==> src/vtcc_pkg.sv <==
// ---------------------------------------------------------------------------
// vtcc_pkg
// Constants, types and helpers for the threshold code converter.
// ---------------------------------------------------------------------------
package vtcc_pkg;

  // Voltage word width.
  localparam int VOLTAGE_BITS = 13;
  localparam int CODE_W       = 8;
  localparam int STATUS_W     = 2;

  // Calibration points and limits.
  localparam int MV_LOW_POINT = 1860;
  localparam int MV_SPAN      = 1120;
  localparam int CODE_MAX     = 99;
  localparam int VOLT_MAX     = 2 ** VOLTAGE_BITS - 1;

  // Datapath widths.
  localparam int VD_W    = VOLTAGE_BITS + 1;   // signed voltage offset
  localparam int DIFF_W  = CODE_W + 1;         // signed code difference
  localparam int NUM_W   = VOLTAGE_BITS + 10;  // signed numerator
  localparam int MAG_W   = NUM_W - 1;
  localparam int DEN_W   = 11;                 // holds 1120 and |diff|
  localparam int DIVS_W  = DEN_W + 1;          // doubled denominator
  localparam int DIV_STAGES = 4;
  localparam int DIVD_W  = ((NUM_W + 1 + DIV_STAGES - 1) / DIV_STAGES) * DIV_STAGES;
  localparam int DIV_STEPS  = DIVD_W / DIV_STAGES;

  // Stream word widths.
  localparam int IN_DATA_W  = ((VOLTAGE_BITS + CODE_W + 7) / 8) * 8;
  localparam int OUT_DATA_W = ((CODE_W + VOLTAGE_BITS + STATUS_W + 7) / 8) * 8;

  // Result status codes.
  typedef enum logic [STATUS_W-1:0] {
    STATUS_OK        = 2'd0,
    STATUS_CAL_EQUAL = 2'd1,
    STATUS_SATURATED = 2'd2
  } status_e;

  // Configuration register indexes.
  typedef enum logic [0:0] {
    CFG_CAL_LOW  = 1'b0,
    CFG_CAL_HIGH = 1'b1
  } cfg_idx_e;

  // Word moving through the divider stages.
  typedef struct packed {
    logic              func;
    logic              eq;
    logic              neg;
    logic              negsat;
    logic [DIVD_W-1:0] dq;     // dividend bits shifting out, quotient in
    logic [DIVS_W-1:0] den2;
    logic [DIVS_W-1:0] rem;
  } div_pay_t;

  // Decode a BCD byte as 10 * high nibble + low nibble.
  function automatic logic [CODE_W-1:0] bcd_value(input logic [CODE_W-1:0] c);
    logic [CODE_W-1:0] hi;
    hi = {4'b0, c[7:4]};
    return (hi << 3) + (hi << 1) + {4'b0, c[3:0]};
  endfunction

endpackage

==> src/vtcc_div_stage.sv <==
// ---------------------------------------------------------------------------
// vtcc_div_stage
// One registered slice of the restoring divider, a few quotient bits deep.
// ---------------------------------------------------------------------------
module vtcc_div_stage import vtcc_pkg::*; (
  input  logic     clk_i,
  input  logic     rst_ni,
  input  logic     valid_i,
  output logic     ready_o,
  input  div_pay_t pay_i,
  output logic     valid_o,
  input  logic     ready_i,
  output div_pay_t pay_o
);

  logic              v_q;
  div_pay_t          pay_q, pay_d;
  logic              en;
  logic [DIVS_W:0]   rs;

  // The slot can take a word when it is empty or its word moves on.
  assign en      = !v_q || ready_i;
  assign ready_o = en;
  assign valid_o = v_q;
  assign pay_o   = pay_q;

  // Shift-subtract steps, one quotient bit each.
  always_comb begin
    pay_d = pay_i;
    rs    = '0;
    for (int i = 0; i < DIV_STEPS; i++) begin
      rs       = {pay_d.rem, pay_d.dq[DIVD_W-1]};
      pay_d.dq = pay_d.dq << 1;
      if (rs >= {1'b0, pay_d.den2}) begin
        pay_d.rem   = DIVS_W'(rs - {1'b0, pay_d.den2});
        pay_d.dq[0] = 1'b1;
      end else begin
        pay_d.rem   = rs[DIVS_W-1:0];
      end
    end
  end

  always_ff @(posedge clk_i or negedge rst_ni) begin
    if (!rst_ni) begin
      v_q <= 1'b0;
    end else if (en) begin
      v_q <= valid_i;
    end
  end

  always_ff @(posedge clk_i) begin
    if (en && valid_i) begin
      pay_q <= pay_d;
    end
  end

endmodule

==> src/vmon_threshold_code_converter.sv <==
// ---------------------------------------------------------------------------
// vmon_threshold_code_converter
// Two-point BCD calibration: millivolts to threshold code and back.
// ---------------------------------------------------------------------------
// Throughput: one word per cycle; the four divider slices of six quotient
// bits each, plus decode, multiply, prepare and output stages, all advance
// independently, and each stage holds its word under back-pressure.
// Reset: empties the pipeline and loads the calibration codes 0x00 and 0x99.
module vmon_threshold_code_converter import vtcc_pkg::*; (
  input  logic                  clk_i,
  input  logic                  rst_ni,
  // Configuration write port.
  input  logic                  cfg_we_i,
  input  logic [0:0]            cfg_addr_i,
  input  logic [CODE_W-1:0]     cfg_wdata_i,
  // Input stream.
  input  logic                  s_axis_tvalid,
  output logic                  s_axis_tready,
  // tdata: target_millivolts, threshold_code, zero fill
  input  logic [IN_DATA_W-1:0]  s_axis_tdata,
  // tuser: func
  input  logic                  s_axis_tuser,
  // Output stream.
  output logic                  m_axis_tvalid,
  input  logic                  m_axis_tready,
  // tdata: code_out, millivolts_out, status, zero fill
  output logic [OUT_DATA_W-1:0] m_axis_tdata
);

  typedef struct packed {
    logic                     func;
    logic                     eq;
    logic signed [VD_W-1:0]   vd;
    logic signed [DIFF_W-1:0] kd;
    logic signed [DIFF_W-1:0] diff;
    logic [CODE_W-1:0]        c1;
  } dec_t;

  typedef struct packed {
    logic                    func;
    logic                    eq;
    logic signed [NUM_W-1:0] num;
    logic [DEN_W-1:0]        den;
  } mul_t;

  // Calibration registers.
  logic [CODE_W-1:0] cal_low_q, cal_high_q;

  always_ff @(posedge clk_i or negedge rst_ni) begin
    if (!rst_ni) begin
      cal_low_q  <= 8'h00;
      cal_high_q <= 8'h99;
    end else if (cfg_we_i) begin
      unique case (cfg_idx_e'(cfg_addr_i))
        CFG_CAL_LOW:  cal_low_q  <= cfg_wdata_i;
        CFG_CAL_HIGH: cal_high_q <= cfg_wdata_i;
        default:      cal_low_q  <= cal_low_q;
      endcase
    end
  end

  // Stage handshake chain.
  logic s1_v_q, s2_v_q, s3_v_q, m_v_q;
  logic s1_rdy, s2_rdy, s3_rdy, out_rdy;
  logic                  div_v   [DIV_STAGES+1];
  logic                  div_rdy [DIV_STAGES+1];
  div_pay_t              div_pay [DIV_STAGES+1];

  assign out_rdy       = !m_v_q || m_axis_tready;
  assign s3_rdy        = !s3_v_q || div_rdy[0];
  assign s2_rdy        = !s2_v_q || s3_rdy;
  assign s1_rdy        = !s1_v_q || s2_rdy;
  assign s_axis_tready = s1_rdy;

  // Stage 1: decode BCD codes and form differences.
  dec_t              s1_d, s1_q;
  logic [CODE_W-1:0] k_dec, c1_dec, c2_dec;

  always_comb begin
    k_dec     = bcd_value(s_axis_tdata[VOLTAGE_BITS +: CODE_W]);
    c1_dec    = bcd_value(cal_low_q);
    c2_dec    = bcd_value(cal_high_q);
    s1_d.func = s_axis_tuser;
    s1_d.eq   = (c1_dec == c2_dec);
    s1_d.vd   = $signed({1'b0, s_axis_tdata[VOLTAGE_BITS-1:0]})
              - $signed(VD_W'(MV_LOW_POINT));
    s1_d.kd   = $signed({1'b0, k_dec}) - $signed({1'b0, c1_dec});
    s1_d.diff = $signed({1'b0, c2_dec}) - $signed({1'b0, c1_dec});
    s1_d.c1   = c1_dec;
  end

  always_ff @(posedge clk_i or negedge rst_ni) begin
    if (!rst_ni) begin
      s1_v_q <= 1'b0;
    end else if (s1_rdy) begin
      s1_v_q <= s_axis_tvalid;
    end
  end

  always_ff @(posedge clk_i) begin
    if (s1_rdy && s_axis_tvalid) begin
      s1_q <= s1_d;
    end
  end

  // Stage 2: numerator and positive denominator of the rounded quotient.
  mul_t                           s2_d, s2_q;
  logic signed [VD_W+DIFF_W-1:0]  prod_v;
  logic signed [NUM_W-1:0]        c1_term, p_code;

  always_comb begin
    prod_v    = s1_q.vd * s1_q.diff;
    c1_term   = $signed(NUM_W'(s1_q.c1) * NUM_W'(MV_SPAN));
    p_code    = NUM_W'(s1_q.diff) * $signed(NUM_W'(MV_LOW_POINT))
              + NUM_W'(s1_q.kd) * $signed(NUM_W'(MV_SPAN));
    s2_d.func = s1_q.func;
    s2_d.eq   = s1_q.eq;
    if (!s1_q.func) begin
      s2_d.num = NUM_W'(prod_v) + c1_term;
      s2_d.den = DEN_W'(MV_SPAN);
    end else if (s1_q.diff[DIFF_W-1]) begin
      s2_d.num = -p_code;
      s2_d.den = DEN_W'(-s1_q.diff);
    end else begin
      s2_d.num = p_code;
      s2_d.den = DEN_W'(s1_q.diff);
    end
  end

  always_ff @(posedge clk_i or negedge rst_ni) begin
    if (!rst_ni) begin
      s2_v_q <= 1'b0;
    end else if (s2_rdy) begin
      s2_v_q <= s1_v_q;
    end
  end

  always_ff @(posedge clk_i) begin
    if (s2_rdy && s1_v_q) begin
      s2_q <= s2_d;
    end
  end

  // Stage 3: sign handling and dividend 2*|num| + den over divisor 2*den.
  div_pay_t          s3_d, s3_q;
  logic [MAG_W-1:0]  mag;

  always_comb begin
    mag         = s2_q.num[NUM_W-1] ? MAG_W'(-s2_q.num) : MAG_W'(s2_q.num);
    s3_d.func   = s2_q.func;
    s3_d.eq     = s2_q.eq;
    s3_d.neg    = s2_q.num[NUM_W-1];
    s3_d.negsat = ({1'b0, mag, 1'b0} >= (MAG_W+2)'(s2_q.den));
    s3_d.dq     = s2_q.num[NUM_W-1] ? '0
                : DIVD_W'({mag, 1'b0}) + DIVD_W'(s2_q.den);
    s3_d.den2   = {s2_q.den, 1'b0};
    s3_d.rem    = '0;
  end

  always_ff @(posedge clk_i or negedge rst_ni) begin
    if (!rst_ni) begin
      s3_v_q <= 1'b0;
    end else if (s3_rdy) begin
      s3_v_q <= s2_v_q;
    end
  end

  always_ff @(posedge clk_i) begin
    if (s3_rdy && s2_v_q) begin
      s3_q <= s3_d;
    end
  end

  // Divider slices.
  assign div_v[0]            = s3_v_q;
  assign div_pay[0]          = s3_q;
  assign div_rdy[DIV_STAGES] = out_rdy;

  for (genvar g = 0; g < DIV_STAGES; g++) begin : g_div
    vtcc_div_stage u_div (
      .clk_i   (clk_i),
      .rst_ni  (rst_ni),
      .valid_i (div_v[g]),
      .ready_o (div_rdy[g]),
      .pay_i   (div_pay[g]),
      .valid_o (div_v[g+1]),
      .ready_i (div_rdy[g+1]),
      .pay_o   (div_pay[g+1])
    );
  end

  // Output stage: saturation, BCD encoding and the output register.
  div_pay_t                fin;
  logic [DIVD_W-1:0]       lim, qc;
  logic                    sat_hi;
  logic [6:0]              code7;
  logic [13:0]             tens_prod;
  logic [3:0]              tens, ones;
  logic [CODE_W-1:0]       code_d;
  logic [VOLTAGE_BITS-1:0] mv_d;
  status_e                 status_d;
  logic [OUT_DATA_W-1:0]   m_data_q;

  always_comb begin
    fin       = div_pay[DIV_STAGES];
    lim       = fin.func ? DIVD_W'(VOLT_MAX) : DIVD_W'(CODE_MAX);
    sat_hi    = (fin.dq > lim);
    qc        = sat_hi ? lim : fin.dq;
    code7     = qc[6:0];
    tens_prod = 14'(code7) * 14'd103;
    tens      = tens_prod[13:10];
    ones      = 4'(code7 - 7'(tens) * 7'd10);
    code_d    = '0;
    mv_d      = '0;
    status_d  = STATUS_OK;
    if (fin.eq) begin
      status_d = STATUS_CAL_EQUAL;
    end else if (fin.neg) begin
      status_d = fin.negsat ? STATUS_SATURATED : STATUS_OK;
    end else begin
      status_d = sat_hi ? STATUS_SATURATED : STATUS_OK;
      if (fin.func) begin
        mv_d = qc[VOLTAGE_BITS-1:0];
      end else begin
        code_d = {tens, ones};
      end
    end
  end

  always_ff @(posedge clk_i or negedge rst_ni) begin
    if (!rst_ni) begin
      m_v_q <= 1'b0;
    end else if (out_rdy) begin
      m_v_q <= div_v[DIV_STAGES];
    end
  end

  always_ff @(posedge clk_i) begin
    if (out_rdy && div_v[DIV_STAGES]) begin
      m_data_q <= OUT_DATA_W'({status_d, mv_d, code_d});
    end
  end

  assign m_axis_tvalid = m_v_q;
  assign m_axis_tdata  = m_data_q;

endmodule

==> config.mk <==
export PLATFORM = sky130hd
export DESIGN_NAME = vmon_threshold_code_converter
export DESIGN_NICKNAME = d
export VERILOG_FILES = /design/src/vtcc_pkg.sv /design/src/vtcc_div_stage.sv /design/src/vmon_threshold_code_converter.sv
export SDC_FILE = /design/constraint.sdc
export NUM_CORES = 2
export LEC_CHECK = 0
export ABC_AREA = 1
export BUFFER_PORTS_ARGS = -buffer_cell sky130_fd_sc_hd__buf_2
export CAP_MARGIN = 20
export CORE_AREA = 2 2 405 206
export DETAILED_ROUTE_END_ITERATION = 8
export DIE_AREA = 0 0 407 208
export GPL_TIMING_DRIVEN = 0
export PLACE_DENSITY = 0.65
export SLEW_MARGIN = 20
export SYNTH_ARGS = -nofsm -noshare
export SYNTH_HDL_FRONTEND = slang
export SYNTH_SLANG_ARGS = --single-unit
==> constraint.sdc <==
create_clock -name clk_i -period 13.45 [get_ports clk_i]
set_input_delay 2.69 -clock clk_i [delete_from_list [all_inputs] [get_ports clk_i]]
set_output_delay 2.69 -clock clk_i [all_outputs]
set_load 0.03 [all_outputs]
==> impl_summary.md <==
Status
The run finished with clean final reports.

Detailed routing
The DRC violation total after the first TritonRoute iteration is 3852. The number of nets still failing antenna checks after routing is 0. For this run, the detailed router's first-pass iteration total came to 6.

The detailed router placed between 30000 and 40000 vias in this run. The wire length after detailed routing is 111 mm. The via density per instance is around 5.4.

For this run, design rule violations remaining after detail routing come to 0. The routed length per instance is 18.1 um.

Timing
In the post-route analysis, the smallest setup slack over all paths is 0.632 ns. The final hold violation count is 0. The count of pins over their slew limit is 0.

The timing-limited maximum frequency is 0.0780 GHz. Between clock sinks in the finished design, the worst skew comes to 0.0331 ns. The time the worst path needs with I/O delays and setup is approximately 13 ns. The relative slew slack is 0.210. The transition at the pin with the smallest max-transition slack is 1.18 ns. Summed over all failing endpoints, the final setup total negative slack is 0 ns.

The share of the cycle needed by the critical path after routing is 0.953. The number of setup violations in the final report is 0.

Layout
The multi-input combinational cells in the finished layout cover a total of 0.0249 mm^2. The register area is approximately 0.010 mm^2. Summing all non-filler instances in the final layout gives an area of 0.0426 mm^2. The total of fill cells in the finished design is roughly 7700.

Leaving out fill and tap cells, the most frequent cell in the layout is sky130_fd_sc_hd__nand2_1. In the layout the commonest cells are sky130_fd_sc_hd__nand2_1 (1027), sky130_fd_sc_hd__inv_1 (883), sky130_fd_sc_hd__ha_1 (533). The area growth from synthesis to layout is 10.0%. The net count of the finished layout is 5750.

In the final layout, the share of cells above drive strength 1 is 0.0786.

Clock tree
The post-CTS clock slew at the launch and capture registers of the worst setup and hold paths is about 0.070 ns. The sink count of the clock tree is about 350. Buffers inserted during clock tree synthesis total 37.

The cell at the root of the clock tree is sky130_fd_sc_hd__clkbuf_16. The maximum clock path buffer count is 3. At the later pin of the worst-skew pair, clock insertion delay measures 0.59 ns.

The number of hold-repair buffers added at the cts stage is 0. The CTS tree is built. The maximum level of the CTS H-tree is 2.

Worst setup path
The highest-delay cell along the critical path is sky130_fd_sc_hd__edfxtp_1. The largest fanout of any net on the critical path is 10. In this design, the critical path's most frequently occurring cell is sky130_fd_sc_hd__nand2_1.

The critical path is of the flip-flop to flip-flop type. The worst flop-to-flop path startpoint is g_div[1].u_div.pay_o[13]. In this run the critical register-to-register path is captured at g_div[2].u_div.pay_o[8]. Data arrives at the worst endpoint at 13.15 ns. The sum of buffers and inverters on the critical path is 14.

The dominant delay contributor by cell family on the critical path is simple AND/OR/NAND/NOR gates. The worst setup path is captured at a flip-flop. The required time of the critical path is 13.78 ns. The cell count of the worst reg-to-reg path is 78. The longest individual stage delay on the worst path is roughly 0.5 ns. The element type at the critical path start is a flip-flop. The worst register-to-register path has a setup slack of between 0.6 and 0.7 ns.

Yosys
In this run the cell area of the synthesized design comes to about 0.039 mm^2. The gate count of the mapped netlist is 4810. The number of unique standard cell types used by synthesis is 58. The number of enable flip-flop cells after synthesis is ~320. The post-synth net total is 5587. The share of the Yosys chip area taken by registers is 0.265. Ranked by total cell area, the synthesized netlist is headed by sky130_fd_sc_hd__edfxtp_1 (25%), sky130_fd_sc_hd__ha_1 (18%), sky130_fd_sc_hd__fa_1 (10%).

The proportion of register bits with asynchronous set or reset after synthesis is 0.0696. The total of warnings raised by yosys is 0. Of the post-synthesis cell area, the dominant cell type holds 0.249. The cell taking the most area after synthesis is sky130_fd_sc_hd__edfxtp_1. The most used flip-flop cell after synthesis is sky130_fd_sc_hd__edfxtp_1. After synthesis, the mean cell area works out to 8.05 um^2. In this run, synthesis produced a sequential element count of 345.

Floorplan
The die covers 0.0847 mm^2. The die is between 400 and 500 um wide. The initial standard-cell utilization of the core is 0.478. The floorplan step defined a core boundary enclosing 0.0810 mm^2. Row generation in the floorplan step produced 74 rows. The vertical die dimension is ~210 um. The number of top-level design ports is 65.

GRT
The wire length of the first global-routing pass is 171 mm. The global router's overall resource usage is 0.259. The pin count of the biggest net entering global routing is 51. The via count of the first global-routing pass is roughly 30000. The number of antenna violations at the first check in global routing was 1. The total congestion overflow is 0.

Hold path
The startpoint of the most critical hold path is g_div[2].u_div.pay_o[41]. The terminating pin of the worst hold path is g_div[3].u_div.pay_o[47]. The type of the most critical hold path is flip-flop to flip-flop. Along the worst hold path, the cell count comes to 0.

Place
After legalization and detailed placement, the total HPWL measured 91.0 mm. Input and output buffers added on the ports amount to 60. After detailed placement, the total cell area comes to 0.0406 mm^2.

The setup slack after placement is -0.460 ns. The final weighted congestion in routability-driven placement is about 0.96.

Flow run
Max-cap violations in this run came to 0.
metrics by stage:
stage,instances,utilization,hold WS (ns)
floorplan,4810,-,0.400
global placement,5972,0.499,0.401
detailed placement,5980,0.501,0.405
CTS,6048,0.517,0.419
global route,6103,0.526,0.424
finish,6105,0.526,0.418
cell type report:
cell class / count / area share
antenna: 2 / 0.000117
buffer: 73 / 0.00904
clock buffer: 44 / 0.0226
clock inverter: 23 / 0.00669
inverter: 916 / 0.0828
multi-input combinational: 3476 / 0.585
sequential: 345 / 0.240
tap: 1102 / 0.0323
timing repair buffer: 124 / 0.0212
cells in the mapped netlist (14+ instances only):
| cell | instances |
|---|---|
| sky130_fd_sc_hd__nand2_1 | 1028 |
| sky130_fd_sc_hd__inv_1 | 910 |
| sky130_fd_sc_hd__ha_1 | 543 |
| sky130_fd_sc_hd__edfxtp_1 | 321 |
| sky130_fd_sc_hd__a21oi_1 | 305 |
| sky130_fd_sc_hd__nor2_1 | 279 |
| sky130_fd_sc_hd__o21ai_0 | 253 |
| sky130_fd_sc_hd__nand3_1 | 223 |
| sky130_fd_sc_hd__xor2_1 | 199 |
| sky130_fd_sc_hd__fa_1 | 195 |
| sky130_fd_sc_hd__xnor2_1 | 95 |
| sky130_fd_sc_hd__nand4_1 | 45 |
| sky130_fd_sc_hd__clkbuf_1 | 44 |
| sky130_fd_sc_hd__nor3_1 | 44 |
| sky130_fd_sc_hd__o21bai_1 | 30 |
| sky130_fd_sc_hd__or2_2 | 21 |
| sky130_fd_sc_hd__dfrtp_1 | 20 |
| sky130_fd_sc_hd__o21ai_1 | 18 |
| sky130_fd_sc_hd__o211ai_1 | 17 |
| sky130_fd_sc_hd__a21o_1 | 14 |
| sky130_fd_sc_hd__buf_4 | 14 |
| sky130_fd_sc_hd__nand2_2 | 14 |
registers in the layout, indices dropped and copies added, names as in the netlist:
| name | cells |
|---|---|
| g_div.u_div.valid_o | 4 |
| m_axis_tvalid | 1 |
| s2_v_q | 1 |
| s1_v_q | 1 |
| cal_low_q | 8 |
| cal_high_q | 8 |
| m_axis_tdata | 23 |
| s3_v_q | 1 |
| s2_q | 36 |
| s1_q | 42 |
| g_div.u_div.pay_o | 181 |
| div_pay | 39 |
worst reg2reg max path: cells and delay by family (launching register included):
kind            cells  cell delay [ns]
simple gates       37             3.81
compound gates     20             3.64
fa+ha+maj           7             2.45
buf+inv            14             2.19
flops               1             0.50
routing by layer:
layer,vias up,GRT usage,part of all wire,wire [um]
met1,15245,0.441,0.52,57400
met3,74,0.0942,0.14,15500
li1,15990,-,-,-
met2,1519,0.298,0.33,36700
met5,-,0,0,0
met4,0,0.0317,0.0092,1010
logic make-up (layout without fill, tap and decap cells):
family | count (synthesis) | after routing | synth area share
AO/OA/AOI/OAI | 706 | 706 | 0.0999
XOR/XNOR | 294 | 294 | 0.0665
adder cells (fa/ha/maj) | 738 | 738 | 0.276
buffers and inverters | 989 | 1180 | 0.0980
flip-flops | 345 | 345 | 0.265
multiplexers | 1 | 1 | 0.000291
other | 1 | 3 | 0.0000968
AND/OR/NAND/NOR | 1736 | 1736 | 0.194
worst max path at each step:
stage / startpoint / end / cells past startpoint
floorplan: g_div[2].u_div.pay_o[14] / g_div[3].u_div.pay_o[24] / 79
global placement: g_div[0].u_div.pay_o[14] / g_div[1].u_div.pay_o[1] / 71
detailed placement: g_div[0].u_div.pay_o[14] / g_div[1].u_div.pay_o[2] / 72
CTS: g_div[1].u_div.pay_o[13] / g_div[2].u_div.pay_o[9] / 75
global route: g_div[1].u_div.pay_o[20] / g_div[2].u_div.pay_o[8] / 78
finish: g_div[1].u_div.pay_o[13] / g_div[2].u_div.pay_o[8] / 78
repair_timing:
| item | in CTS | in global routing |
|---|---|---|
| buffers inserted | 1 | 54 |
| setup endpoints to repair | 25 | 37 |
| gates resized for setup | 6 | 111 |
| pin swaps | 0 | 12 |
Power is left out: the tool's default activity adds up to more than one toggle a clock period on the data nets, which glitch-free logic cannot reach.
